[src/sv/htse_pkg.sv]
// Shared types and constants of the harmonic tone synthesiser with envelope.
package htse_pkg;

  localparam int STEP_W     = 23;
  localparam int POS_W      = 21;
  localparam int TDATA_W    = 72;
  localparam int SAMPLE_W   = 16;
  localparam int VOL_W      = 7;
  localparam int RAMP_W     = 10;
  localparam int CFG_IDX_W  = 2;
  localparam int CFG_DATA_W = 10;
  localparam int MUL_W      = 32;
  localparam int FADE_SPAN  = 49152;

  localparam logic [CFG_IDX_W-1:0] CFG_VOLUME   = 2'd0;
  localparam logic [CFG_IDX_W-1:0] CFG_FADE_EN  = 2'd1;
  localparam logic [CFG_IDX_W-1:0] CFG_RAMP_LEN = 2'd2;

  localparam logic [VOL_W-1:0]  VOL_RESET  = 7'd60;
  localparam logic [VOL_W-1:0]  VOL_MAX    = 7'd100;
  localparam logic [RAMP_W-1:0] RAMP_RESET = 10'd110;

  localparam logic [16:0] POLY_A     = 17'd102944;
  localparam logic [16:0] POLY_B     = 17'd42048;
  localparam logic [16:0] POLY_C     = 17'd4640;
  localparam logic [16:0] X_ONE      = 17'd65536;
  localparam logic [16:0] SINE_MAX   = 17'd32767;
  localparam logic [16:0] FADE_BASE  = 17'd16384;
  localparam logic [16:0] FADE_UNITY = 17'd65536;
  localparam logic [5:0]  GAIN_NUM   = 6'd51;
  localparam logic [5:0]  GAIN_DEN   = 6'd50;

  typedef enum logic [4:0] {
    ST_IDLE  = 5'b00001,
    ST_SETUP = 5'b00010,
    ST_MULS  = 5'b00100,
    ST_MDIV  = 5'b01000,
    ST_DONE  = 5'b10000
  } state_t;

  typedef enum logic [3:0] {
    UC_X1SQ, UC_X1C, UC_X1P1, UC_X1P2,
    UC_X3SQ, UC_X3C, UC_X3P1, UC_X3P2,
    UC_VOLSQ, UC_GAIN, UC_SG, UC_FE,
    UC_NLO, UC_NHI, UC_DEN, UC_DIV
  } uop_t;

endpackage

[src/sv/htse_mul.sv]
// Shared unsigned multiplier with a registered product.
module htse_mul (
  input  logic                           clk,
  input  logic [htse_pkg::MUL_W-1:0]     mul_a,
  input  logic [htse_pkg::MUL_W-1:0]     mul_b,
  output logic [2*htse_pkg::MUL_W-1:0]   prod_r
);
  import htse_pkg::*;

  always_ff @(posedge clk) begin
    prod_r <= mul_a * mul_b;
  end

endmodule

[src/sv/htse_div.sv]
// Iterative restoring divider producing two quotient bits per cycle.
module htse_div #(
  parameter int DVD_W = 34,
  parameter int DVS_W = 18
) (
  input  logic             clk,
  input  logic             rst_n,
  input  logic             start,
  input  logic [DVD_W-1:0] dividend,
  input  logic [DVS_W-1:0] divisor,
  output logic             done,
  output logic [DVD_W-1:0] quotient
);

  localparam int ITER  = (DVD_W + 1) / 2;
  localparam int PAD_W = 2 * ITER;
  localparam int CNT_W = $clog2(ITER + 1);

  logic             busy_r, busy_nxt;
  logic             done_r, done_nxt;
  logic [CNT_W-1:0] cnt_r, cnt_nxt;
  logic [PAD_W-1:0] quo_r;
  logic [DVS_W-1:0] rem_r;
  logic [DVS_W-1:0] dvs_r;

  logic [DVS_W:0]   trial0, trial1;
  logic [DVS_W-1:0] rem0, rem1;
  logic [PAD_W-1:0] quo0, quo1;
  logic             ge0, ge1;

  always_comb begin
    trial0 = {rem_r, quo_r[PAD_W-1]};
    ge0    = trial0 >= {1'b0, dvs_r};
    rem0   = ge0 ? DVS_W'(trial0 - {1'b0, dvs_r}) : trial0[DVS_W-1:0];
    quo0   = {quo_r[PAD_W-2:0], ge0};
    trial1 = {rem0, quo0[PAD_W-1]};
    ge1    = trial1 >= {1'b0, dvs_r};
    rem1   = ge1 ? DVS_W'(trial1 - {1'b0, dvs_r}) : trial1[DVS_W-1:0];
    quo1   = {quo0[PAD_W-2:0], ge1};
  end

  always_comb begin
    busy_nxt = busy_r;
    done_nxt = 1'b0;
    cnt_nxt  = cnt_r;
    if (start) begin
      busy_nxt = 1'b1;
      cnt_nxt  = '0;
    end else if (busy_r) begin
      cnt_nxt = cnt_r + 1'b1;
      if (cnt_r == CNT_W'(ITER - 1)) begin
        busy_nxt = 1'b0;
        done_nxt = 1'b1;
      end
    end
  end

  always_ff @(posedge clk) begin
    if (!rst_n) begin
      busy_r <= 1'b0;
      done_r <= 1'b0;
      cnt_r  <= '0;
    end else begin
      busy_r <= busy_nxt;
      done_r <= done_nxt;
      cnt_r  <= cnt_nxt;
    end
  end

  always_ff @(posedge clk) begin
    if (start) begin
      quo_r <= PAD_W'(dividend);
      rem_r <= '0;
      dvs_r <= divisor;
    end else if (busy_r) begin
      quo_r <= quo1;
      rem_r <= rem1;
    end
  end

  assign done     = done_r;
  assign quotient = quo_r[DVD_W-1:0];

endmodule

[src/sv/harmonic_tone_synth_envelope_core.sv]
// Top level of the harmonic tone synthesiser: sequencer, datapath registers and ports.
// An audible item reaches the output register through one set-up state, sixteen multiplier
// steps, sixteen divider passes, a state that collects the quotient and one that loads the result,
// which waits while an earlier sample is still untaken. An item with a zero step goes straight
// to the loading state. One item is in work at a time: the next is taken once one is loaded.
// Reset (rst_n low at a clock edge) clears phase, fade counter and control; volume 60, ramp 110.
module harmonic_tone_synth_envelope_core #(
  parameter int PHASE_BITS     = 24,
  parameter int SINE_ADDR_BITS = 10,
  parameter int FADE_SAMPLES   = 176400
) (
  input  logic                                 clk,
  input  logic                                 rst_n,
  input  logic                                 in_tvalid,
  output logic                                 in_tready,
  // tone_step [22:0], note_position [43:23], note_length [64:44], zero [71:65]
  input  logic [htse_pkg::TDATA_W-1:0]         in_tdata,
  // fade_restart
  input  logic                                 in_tuser,
  output logic                                 out_tvalid,
  input  logic                                 out_tready,
  // sample [15:0]
  output logic signed [htse_pkg::SAMPLE_W-1:0] out_tdata,
  input  logic                                 cfg_valid,
  output logic                                 cfg_ready,
  input  logic [htse_pkg::CFG_IDX_W-1:0]       cfg_index,
  input  logic [htse_pkg::CFG_DATA_W-1:0]      cfg_data
);
  import htse_pkg::*;

  localparam int FADE_W  = $clog2(FADE_SAMPLES + 1);
  localparam int FR_W    = FADE_W + 1;
  localparam int FQ_STEP = FADE_SPAN / FADE_SAMPLES;
  localparam int FR_STEP = FADE_SPAN % FADE_SAMPLES;
  localparam int DVD_W   = 31;
  localparam int DVS_W   = 16;
  localparam int QB      = SINE_ADDR_BITS - 2;

  function automatic logic [16:0] quarter_x(input logic [SINE_ADDR_BITS-1:0] a);
    logic [16:0] f;
    f = 17'(a[QB-1:0]) << (16 - QB);
    return a[QB] ? (X_ONE - f) : f;
  endfunction

  state_t st_r, st_nxt;
  uop_t   uc_r, uc_nxt;

  logic [VOL_W-1:0]    vol_r;
  logic                fade_en_r;
  logic [RAMP_W-1:0]   ramp_r;
  logic [PHASE_BITS-1:0] phase_r;
  logic [FADE_W-1:0]   fade_cnt_r;
  logic [15:0]         fade_q_r;
  logic [FADE_W-1:0]   fade_rem_r;
  logic [POS_W-1:0]    pos_r, len_r;
  logic                out_valid_r, out_valid_nxt;
  logic signed [SAMPLE_W-1:0] out_data_r;
  logic signed [SAMPLE_W-1:0] res_r;

  logic [16:0]  x2_r;
  logic signed [15:0] sin1_r, sin3_r;
  logic [17:0]  sabs_r;
  logic         neg_r;
  logic [36:0]  h_r;
  logic [25:0]  f_r;
  logic [58:0]  lo_r;
  logic [30:0]  q_r;
  logic [16:0]  fade_r;
  logic [RAMP_W-1:0] env_num_r, env_den_r;

  logic                accept;
  logic [STEP_W-1:0]   in_step;
  logic [FADE_W-1:0]   cnt_now;
  logic [15:0]         fq_now;
  logic [FADE_W-1:0]   fr_now;
  logic [FR_W-1:0]     fr_sum;
  logic                fr_wrap;
  logic [PHASE_BITS-1:0] phase3;
  logic [SINE_ADDR_BITS-1:0] addr1, addr3;
  logic [16:0]  x1, x3;
  logic [MUL_W-1:0]   mul_a, mul_b;
  logic [2*MUL_W-1:0] mul_prod;
  logic [16:0]  p1, p2;
  logic [14:0]  sine_mag;
  logic signed [15:0] sine1_val, sine3_val;
  logic [18:0]  s_sum;
  logic [63:0]  n_full;
  logic [VOL_W-1:0]  vol_sat;
  logic [POS_W-1:0]  len_left;
  logic [RAMP_W-1:0] env_num, env_den;
  logic              div_start, div_done;
  logic [DVD_W-1:0]  div_dvd, div_quo;
  logic [DVS_W-1:0]  div_dvs;
  logic [15:0]       res_mag;

  assign in_step   = in_tdata[STEP_W-1:0];
  assign accept    = in_tvalid && in_tready;
  assign in_tready = (st_r == ST_IDLE);
  assign cfg_ready = 1'b1;
  assign out_tvalid = out_valid_r;
  assign out_tdata  = out_data_r;

  // The fade quotient and remainder follow the counter, so the fade needs no division.
  assign cnt_now = in_tuser ? '0 : fade_cnt_r;
  assign fq_now  = in_tuser ? '0 : fade_q_r;
  assign fr_now  = in_tuser ? '0 : fade_rem_r;
  assign fr_sum  = {1'b0, fr_now} + FR_W'(FR_STEP);
  assign fr_wrap = fr_sum >= FR_W'(FADE_SAMPLES);

  assign phase3 = phase_r + {phase_r[PHASE_BITS-2:0], 1'b0};
  assign addr1  = phase_r[PHASE_BITS-1 -: SINE_ADDR_BITS];
  assign addr3  = phase3[PHASE_BITS-1 -: SINE_ADDR_BITS];
  assign x1     = quarter_x(addr1);
  assign x3     = quarter_x(addr3);

  assign p1 = POLY_B - mul_prod[32:16];
  assign p2 = POLY_A - mul_prod[32:16];
  assign sine_mag  = (mul_prod[33:17] > SINE_MAX) ? SINE_MAX[14:0] : mul_prod[31:17];
  assign sine1_val = addr1[SINE_ADDR_BITS-1] ? -$signed({1'b0, sine_mag})
                                             : $signed({1'b0, sine_mag});
  assign sine3_val = addr3[SINE_ADDR_BITS-1] ? -$signed({1'b0, sine_mag})
                                             : $signed({1'b0, sine_mag});
  assign s_sum  = {sin1_r[15], sin1_r, 2'b00} + {{3{sin3_r[15]}}, sin3_r};
  assign n_full = 64'(lo_r) + {mul_prod[31:0], 32'd0};
  assign vol_sat = (vol_r > VOL_MAX) ? VOL_MAX : vol_r;
  assign res_mag = {1'b0, div_quo[14:0]};

  assign div_start = (st_r == ST_MULS) && (uc_r == UC_DIV);
  assign div_dvd   = q_r;
  assign div_dvs   = mul_prod[15:0];

  always_comb begin
    len_left = len_r - pos_r;
    env_num  = RAMP_W'(1);
    env_den  = RAMP_W'(1);
    if (pos_r >= len_r) begin
      env_num = '0;
    end else if (ramp_r != '0) begin
      env_den = ramp_r;
      if (pos_r < POS_W'(ramp_r)) begin
        env_num = pos_r[RAMP_W-1:0];
      end else if (len_left < POS_W'(ramp_r)) begin
        env_num = len_left[RAMP_W-1:0];
      end else begin
        env_num = ramp_r;
      end
    end
  end

  always_comb begin
    mul_a = '0;
    mul_b = '0;
    case (uc_r)
      UC_X1SQ:  begin mul_a = MUL_W'(x1);               mul_b = MUL_W'(x1); end
      UC_X1C:   begin mul_a = MUL_W'(mul_prod[32:16]);  mul_b = MUL_W'(POLY_C); end
      UC_X1P1:  begin mul_a = MUL_W'(x2_r);             mul_b = MUL_W'(p1); end
      UC_X1P2:  begin mul_a = MUL_W'(x1);               mul_b = MUL_W'(p2); end
      UC_X3SQ:  begin mul_a = MUL_W'(x3);               mul_b = MUL_W'(x3); end
      UC_X3C:   begin mul_a = MUL_W'(mul_prod[32:16]);  mul_b = MUL_W'(POLY_C); end
      UC_X3P1:  begin mul_a = MUL_W'(x2_r);             mul_b = MUL_W'(p1); end
      UC_X3P2:  begin mul_a = MUL_W'(x3);               mul_b = MUL_W'(p2); end
      UC_VOLSQ: begin mul_a = MUL_W'(vol_sat);          mul_b = MUL_W'(vol_sat); end
      UC_GAIN:  begin mul_a = MUL_W'(mul_prod[13:0]);   mul_b = MUL_W'(GAIN_NUM); end
      UC_SG:    begin mul_a = MUL_W'(sabs_r);           mul_b = MUL_W'(mul_prod[18:0]); end
      UC_FE:    begin mul_a = MUL_W'(fade_r);           mul_b = MUL_W'(env_num_r); end
      UC_NLO:   begin mul_a = h_r[31:0];                mul_b = MUL_W'(mul_prod[25:0]); end
      UC_NHI:   begin mul_a = MUL_W'(h_r[36:32]);       mul_b = MUL_W'(f_r); end
      UC_DEN:   begin mul_a = MUL_W'(env_den_r);        mul_b = MUL_W'(GAIN_DEN); end
      default:  begin mul_a = '0;                       mul_b = '0; end
    endcase
  end

  always_comb begin
    st_nxt        = st_r;
    uc_nxt        = uc_r;
    out_valid_nxt = out_valid_r && !out_tready;
    case (st_r)
      ST_IDLE: begin
        if (accept) begin
          st_nxt = (in_step == '0) ? ST_DONE : ST_SETUP;
        end
      end
      ST_SETUP: begin
        uc_nxt = UC_X1SQ;
        st_nxt = ST_MULS;
      end
      ST_MULS: begin
        uc_nxt = uop_t'(uc_r + 1'b1);
        if (uc_r == UC_DIV) begin
          st_nxt = ST_MDIV;
        end
      end
      ST_MDIV: begin
        if (div_done) begin
          st_nxt = ST_DONE;
        end
      end
      ST_DONE: begin
        if (!out_valid_r || out_tready) begin
          out_valid_nxt = 1'b1;
          st_nxt        = ST_IDLE;
        end
      end
      default: begin
        st_nxt = ST_IDLE;
      end
    endcase
  end

  always_ff @(posedge clk) begin
    if (!rst_n) begin
      st_r        <= ST_IDLE;
      uc_r        <= UC_X1SQ;
      out_valid_r <= 1'b0;
      vol_r       <= VOL_RESET;
      fade_en_r   <= 1'b0;
      ramp_r      <= RAMP_RESET;
      phase_r     <= '0;
      fade_cnt_r  <= '0;
      fade_q_r    <= '0;
      fade_rem_r  <= '0;
    end else begin
      st_r        <= st_nxt;
      uc_r        <= uc_nxt;
      out_valid_r <= out_valid_nxt;
      if (cfg_valid && cfg_ready) begin
        case (cfg_index)
          CFG_VOLUME:   vol_r     <= cfg_data[VOL_W-1:0];
          CFG_FADE_EN:  fade_en_r <= cfg_data[0];
          CFG_RAMP_LEN: ramp_r    <= cfg_data[RAMP_W-1:0];
          default:      ;
        endcase
      end
      if (accept) begin
        if (in_step != '0) begin
          phase_r <= phase_r + PHASE_BITS'(in_step);
        end
        if (cnt_now < FADE_W'(FADE_SAMPLES)) begin
          fade_cnt_r <= cnt_now + 1'b1;
          fade_q_r   <= fr_wrap ? fq_now + 16'(FQ_STEP + 1) : fq_now + 16'(FQ_STEP);
          fade_rem_r <= fr_wrap ? FADE_W'(fr_sum - FR_W'(FADE_SAMPLES)) : fr_sum[FADE_W-1:0];
        end else begin
          fade_cnt_r <= cnt_now;
          fade_q_r   <= fq_now;
          fade_rem_r <= fr_now;
        end
      end
    end
  end

  always_ff @(posedge clk) begin
    if (accept) begin
      pos_r  <= in_tdata[STEP_W +: POS_W];
      len_r  <= in_tdata[STEP_W+POS_W +: POS_W];
      fade_r <= fade_en_r ? FADE_BASE + 17'(fq_now) : FADE_UNITY;
      res_r  <= '0;
    end
    if (st_r == ST_SETUP) begin
      env_num_r <= env_num;
      env_den_r <= env_den;
    end
    if (st_r == ST_MDIV && div_done) begin
      res_r <= neg_r ? $signed(16'd0 - res_mag) : $signed(res_mag);
    end
    if (st_r == ST_DONE && (!out_valid_r || out_tready)) begin
      out_data_r <= res_r;
    end
    if (st_r == ST_MULS) begin
      case (uc_r)
        UC_X1C, UC_X3C: x2_r <= mul_prod[32:16];
        UC_X3SQ:        sin1_r <= sine1_val;
        UC_VOLSQ:       sin3_r <= sine3_val;
        UC_GAIN: begin
          neg_r  <= s_sum[18];
          sabs_r <= s_sum[18] ? 18'(19'd0 - s_sum) : s_sum[17:0];
        end
        UC_FE:          h_r  <= mul_prod[36:0];
        UC_NLO:         f_r  <= mul_prod[25:0];
        UC_NHI:         lo_r <= mul_prod[58:0];
        UC_DEN:         q_r  <= n_full[63:33];
        default:        ;
      endcase
    end
  end

  htse_mul u_mul (
    .clk    (clk),
    .mul_a  (mul_a),
    .mul_b  (mul_b),
    .prod_r (mul_prod)
  );

  htse_div #(
    .DVD_W (DVD_W),
    .DVS_W (DVS_W)
  ) u_div (
    .clk      (clk),
    .rst_n    (rst_n),
    .start    (div_start),
    .dividend (div_dvd),
    .divisor  (div_dvs),
    .done     (div_done),
    .quotient (div_quo)
  );

  a_silent_holds_phase: assert property (@(posedge clk) disable iff (!rst_n)
    (accept && in_step == '0) |=> $stable(phase_r))
    else $error("Phase moved on an item with a zero step.");

  a_fade_saturates: assert property (@(posedge clk) disable iff (!rst_n)
    fade_cnt_r <= FADE_W'(FADE_SAMPLES))
    else $error("Fade counter ran past its limit.");

  a_div_done_expected: assert property (@(posedge clk) disable iff (!rst_n)
    div_done |-> (st_r == ST_MDIV))
    else $error("Divider finished while the sequencer was not waiting for it.");

  a_step_advance: assert property (@(posedge clk) disable iff (!rst_n)
    (st_r == ST_MULS && uc_r != UC_DIV) |=>
      (st_r == ST_MULS && uc_r == uop_t'($past(uc_r) + 1'b1)))
    else $error("Multiplier step sequence broke off.");

  a_result_waits: assert property (@(posedge clk) disable iff (!rst_n)
    (st_r == ST_DONE && out_valid_r && !out_tready) |=> (st_r == ST_DONE))
    else $error("A finished item overwrote a result not yet taken.");

endmodule

[config.mk]
export PLATFORM = sky130hd
export DESIGN_NAME = harmonic_tone_synth_envelope_core
export DESIGN_NICKNAME = d
export VERILOG_FILES = /design/src/sv/htse_pkg.sv /design/src/sv/htse_mul.sv /design/src/sv/htse_div.sv /design/src/sv/harmonic_tone_synth_envelope_core.sv
export SDC_FILE = /design/constraint.sdc
export NUM_CORES = 2
export LEC_CHECK = 0
export BUFFER_PORTS_ARGS = -buffer_cell sky130_fd_sc_hd__buf_2
export CAP_MARGIN = 20
export CORE_MARGIN = 2
export CORE_UTILIZATION = 60
export DETAILED_ROUTE_END_ITERATION = 6
export HOLD_SLACK_MARGIN = 0.12
export PLACE_DENSITY_LB_ADDON = 0.3
export SYNTH_ARGS = -nofsm -noshare
export SYNTH_HDL_FRONTEND = slang
export SYNTH_SLANG_ARGS = --single-unit
[constraint.sdc]
create_clock -name clk -period 13.5 [get_ports clk]
set_input_delay 2.025 -clock clk [delete_from_list [all_inputs] [get_ports clk]]
set_output_delay 2.025 -clock clk [all_outputs]
set_load 0.05 [all_outputs]
* Word-level counts from Yosys, hierarchy flattened
Cells that the tools add are included.
** Storage, ports and cells
- Register bits :: 564
- Output and inout port bits :: 19
- Input port bits :: 90
** Operators by class
- Muxes and demuxes :: 40
- Add/sub/neg operators :: 21
- Reductions and logical operators :: 37
- Multipliers :: 1
- $lt $le $gt $ge :: 9
- Bitwise gates (word level) :: 3
- Eq/ne operators :: 27
** Operator list (number)
- 32-bit case mux with 11 select lines :: 1
- 26-bit case mux with 12 select lines :: 1
- 16-bit 2-to-1 mux :: 8
- 18-bit 2-to-1 mux :: 6
- 58-bit by 64-bit adder with 64-bit output :: 1
- 31-bit 2-to-1 mux :: 2
- 32-bit by 26-bit multiplier with 58-bit output :: 1
- 15-bit 2-to-1 mux :: 3
- 21-bit by 10-bit < comparator with 1-bit output :: 2
- 17-bit by 16-bit greater-or-equal comparator with 1-bit output :: 2
- 17-bit 2-to-1 mux :: 2
- 17-bit by 16-bit subtractor with 17-bit output (first input constant) :: 2
- 4-bit equality test (second input constant) :: 8
- 16-bit subtractor :: 2
- 5-bit 2-to-1 mux :: 5
- 5-bit case mux with 5 select lines :: 1
- 24-bit by 23-bit adder with 24-bit output :: 1
- 24-bit adder :: 1
- 2-bit AND reduction :: 12
- 23-bit logical NOT :: 1
- 23-bit nonzero test :: 1
- 21-bit greater-or-equal comparator :: 1
- 21-bit subtractor :: 1
- 10-bit 2-to-1 mux :: 2
- other kinds (43) :: 71

* Longest topological paths before layout
- Depth in word-level cells :: 5
- Depth in mapped cells :: 40

* Cells and area by module
A second synthesis with hierarchy kept.
** Second synthesis, totals
- Cells, all modules :: 6556
- Area total of the unflattened synthesis :: 62892.8 um2
** Modules (own cells, without submodules)
- htse_mul :: sequential area each 1281.2 um2, area an instance 34662.0 um2, times used 1, cells each 3756
- harmonic_tone_synth_envelope_core :: sequential area each 11090.6 um2, area an instance 23373.7 um2, times used 1, cells each 2320
- htse_div :: sequential area each 1891.8 um2, area an instance 4857.2 um2, times used 1, cells each 480

* Worst setup path before layout
No wires, ideal clock.
- Path kind :: reg2reg
- Start point :: reg uc_r[0]
- End point :: reg u_mul.prod_r[57] (netlist bit)
- Data arrival time :: 9459 ps
- Stages on the path, launching flop included :: 39
- Clock period less this slack :: 9579 ps
- Setup time :: 121 ps
- Path buffers :: 1
- Setup slack :: 3921 ps
- Cells stage by stage :: dfxtp_1 ha_1 nor2b_1 inv_1 ha_1 a21oi_1 o41ai_4 a31o_1 a21oi_1 o21ba_1 nand2b_1 mux2_4 a221oi_4 buf_2 a21oi_2 fa_1 inv_1 fa_1 [... 3 more ...] fa_1 inv_1 fa_1 fa_1 inv_1 fa_1 inv_1 ha_1 a21oi_1 o21ai_0 a221o_1 a21oi_1 o32ai_1 o311ai_0 a31oi_1 a31oi_1 a31oi_1 xnor2_1
** Between the ends
- Cells in the longest elaborated chain, start to end :: 4
- Elaborated cells on any way between the ends :: 23
- Those cells by class :: mul: 1; eq/ne: 14; mux: 2; reduce/logical: 6
** RTL lines
- start: declaration :: line harmonic_tone_synth_envelope_core.sv:46 : uop_t uc_r, uc_nxt;
- start signal: assignment :: line harmonic_tone_synth_envelope_core.sv:224 : uc_r <= uc_nxt;
- 4-bit by 3-bit equality test with 1-bit output (tied with other cells) :: line harmonic_tone_synth_envelope_core.sv:153 : case (uc_r)
- 2-bit OR reduction (no source line)
- 26-bit case mux with 12 select lines / 32-bit case mux with 11 select lines (equally long branches) :: line harmonic_tone_synth_envelope_core.sv:153
- 32-bit by 26-bit multiplier with 58-bit output * :: line htse_mul.sv:11 : prod_r <= mul_a * mul_b;
- end signal: assignment :: line htse_mul.sv:11
- end: declaration :: line htse_mul.sv:6 : output logic [2*htse_pkg::MUL_W-1:0] prod_r
Mark *: on every way between the ends. The rest lies on a longest branch, timed or not.
A chain may end at the register's enable or synchronous reset.

* Final worst setup path
- Start point :: reg uc_r[0]
- End point :: reg u_mul.prod_r[54] (netlist bit)
Same word-level chain as after synthesis.

==> metrics.md <==
| Metric | Value |
|---|---|
| CP startpoint kind | register |
| Setup TNS | 0 ns |
| Postcts setup bufs | 0 |
| First-pass GRT wire length | 251 mm |
| Clock latency on the worst-skew pair | 0.68 ns |
| Crit-path max FO | 10 |
| Post-synth EDFFs | 346 |
| Post-Syn Area | 55900 µm² |
| Vias | about 44000 |
| Initial antenna violation count | 4 |
| Clock Tree Buf Depth | 3 |
| Max VDD drop | 0.116 mV |
| Crit path DAT | 12.80 ns |
| ANT nets after route | 0 |
| Crit-path slowest cell | a221oi_4 |
| Inserted Clock Buffers | 56 |
| Cts repair resizes | 0 |
| Slew @ Worst Pin | 1.19 ns |
| Post-synthesis average cell area | around 9.2 µm² |
| Post-synth top flop | edfxtp_1 |
| CP endpoint kind | register |
| Syn nets | between 7000 and 8000 |
| CTS Root Cell | clkbuf_16 |
| Starting density of the core | 0.608 |
| DRC viols | 0 |
| Hold buffer count at CTS | 0 |
| Top cell type's share of synthesized area | 0.259 |
| Placement Cell Area | between 50000 and 60000 µm² |
| Post-DP HPWL | 125 mm |
| Largest net degree at the start of global routing | 63 |
| Minimum clock period | 12.29 ns |
| Routability cong. | 1.06 |
| Die X | 309 µm |
| Reg2reg start | uc_r[0] |
| Buffers on Ports | 100 |
| List of most frequent post-synthesis cells | inv_1 (999), fa_1 (724), nand2_1 (724) |
| Final setup fails | 0 |
| DR pass1 iterations | 6 |
| First-iteration detailed-routing DRC count | approximately 4300 |
| Critical Path Start | uc_r[0] |
| CTS Sinks | 532 |
| Netlist cell types | 108 |
| GRT overflow | 0 |
| H-Tree Depth | 2 |
| Final Hold Viols | 0 |
| HP Class | reg2reg |
| Dominant cell type by area after synthesis | fa_1 |
| Clock transition at path regs | 0.06 ns |
| Io pins | 109 |
| Status | complete, no violations |
| Synth Warn # | 0 |
| Syn Inst Count | 6060 |
| Static leakage | 27.1 nW |
| Upper clock frequency limit | 81.4 MHz |
| Gr usage total | 0.346 |
| RSZ-0062 raised after global routing | no |
| Max Clock Skew | slightly above 0.08 ns |
| Worst slew margin | 0.205 |
| Routed WL | 163 mm |
| Max Cap Violations | 0 |
| Pins over their slew limit | 0 |
| Crit path required time | 14.01 ns |
| Max incr delay on CP | 0.75 ns |
| Die height | 309 µm |
| Core Rows | 111 |
| Crit Path Category | reg2reg |
| Clock tree from TritonCTS | yes |
| Period Utilization, post-route | 0.910 |
| Finished Cell Area | 59900 µm² |
| Die area | 95600 µm² |
| Flops & latches, synth | 532 |
| Nets | 7268 |
| Top cells by area, synth | fa_1 (26%), edfxtp_1 (19%), ha_1 (8.6%) |
| WL per Instance | 22.2 µm |
| Worst Min Path Start | u_mul.prod_r[46] |
| Async SR Flop Fraction | 0 |
| PwrDens | 86.8 nW/µm² |
| Core area | between 90000 and 100000 µm² |
| Top-count cell post-synth | inv_1 |
| Vias per cell | 6.01 |
| Vias in the first global route | roughly 45000 |
| Register area share after synthesis | 0.253 |
| Syn-to-layout area delta | 7.28% |
| Share of layout cells above drive strength 1 | 0.0685 |
[flip-flops by register name, indices dropped and copies added (netlist names), 21 cells and up]
name,cells
u_mul.prod_r,58
phase_r,24
u_div.quo_r,32
lo_r,26
div_dvd,31
h_r,37
f_r,26
pos_r,21
len_r,21
[layout by cell type, fill, tap and decap left out, types with 30 or more instances in the layout]
| cell | count |
|---|---|
| inv_1 | 997 |
| nand2_1 | 724 |
| fa_1 | 724 |
| nor2_1 | 625 |
| ha_1 | 385 |
| edfxtp_1 | 346 |
| a21oi_1 | 235 |
| dfxtp_1 | 186 |
| o21ai_0 | 169 |
| xnor2_1 | 164 |
| buf_4 | 122 |
| buf_2 | 100 |
| nand2b_1 | 84 |
| and2_1 | 84 |
| nand3_1 | 79 |
| xor2_1 | 77 |
| a21o_1 | 75 |
| nor3_1 | 60 |
| clkbuf_16 | 57 |
| and3_1 | 55 |
| nor2b_1 | 45 |
| mux2i_1 | 40 |
| a211oi_1 | 35 |
| nand4_1 | 34 |
| o21bai_1 | 30 |
[final cells by class]
| cell class | instances | area, µm² |
|---|---|---|
| sequential | 532 | 14100 |
| clock inverter | 25 | 374 |
| multi-input combinational | 4252 | 37100 |
| tap | 1243 | 1560 |
| inverter | 1001 | 3760 |
| timing repair buffer | 226 | 1490 |
| clock buffer | 81 | 1590 |
| antenna | 9 | 22.5 |
| fill | 7457 | 32000 |
[worst paths after layout]
| kind | depth (start not counted) | endpoint | slack, ns |
|---|---|---|---|
| worst max-delay path | 37 | u_mul.prod_r[54] | 1.21 |
| worst min-delay path | 0 | lo_r[46] | 0.39 |
| worst max register to register | 37 | u_mul.prod_r[54] | 1.21 |
| worst min register to register | 0 | lo_r[46] | 0.39 |
[power breakdown]
group          leakage, nW  switching [mW]  internal, mW
Combinational         21.5            1.11         0.583
Clock                0.941           0.685         0.957
Sequential            4.69          0.0502          1.81
[cells by family (layout without fill, tap and decap cells)]
kind of cell,Yosys count,count (layout),share of synthesized area
buffers and inverters,1276,1333,0.0869
flip-flops,532,532,0.253
XOR/XNOR,242,242,0.0382
multiplexers,47,47,0.00864
other,1,10,0.0000671
AO/OA/AOI/OAI,906,906,0.111
AND/OR/NAND/NOR,1947,1947,0.157
adder cells (fa/ha/maj),1109,1109,0.346
[per-stage QoR]
step	power (mW)	setup WS, ns	hold WS, ns	instances	util
after detailed placement	3.53	1.73	0.389	7252	0.630
after global placement	3.49	1.76	0.386	7250	0.630
after global routing	5.41	0.979	0.405	7361	0.652
final	5.20	1.21	0.393	7369	0.652
after floorplan	3.02	3.92	0.386	6060	-
after CTS	5.17	1.59	0.396	7358	0.651
[critical path: cells and delay by family (launching register included)]
kind                       cells  cell delay [ns]
DFF                            1             0.42
and+or+nand+nor                3             0.84
muxes                          1             0.33
adders and majority gates     10             3.96
buffers and inverters          7             0.90
xor gates and xnor gates       1             0.14
AOI/OAI and AO/OA             15             5.49
[layer usage]
layer  share of wire  GRT usage  vias to the layer above
li1                -          -                    19697
met1            0.36      0.409                    21591
met2            0.45      0.553                     2387
met3            0.12      0.109                      605
met4           0.070      0.210                        2
met5         0.00012          0                        -
Note: power is estimated with default switching activity, not from simulation.
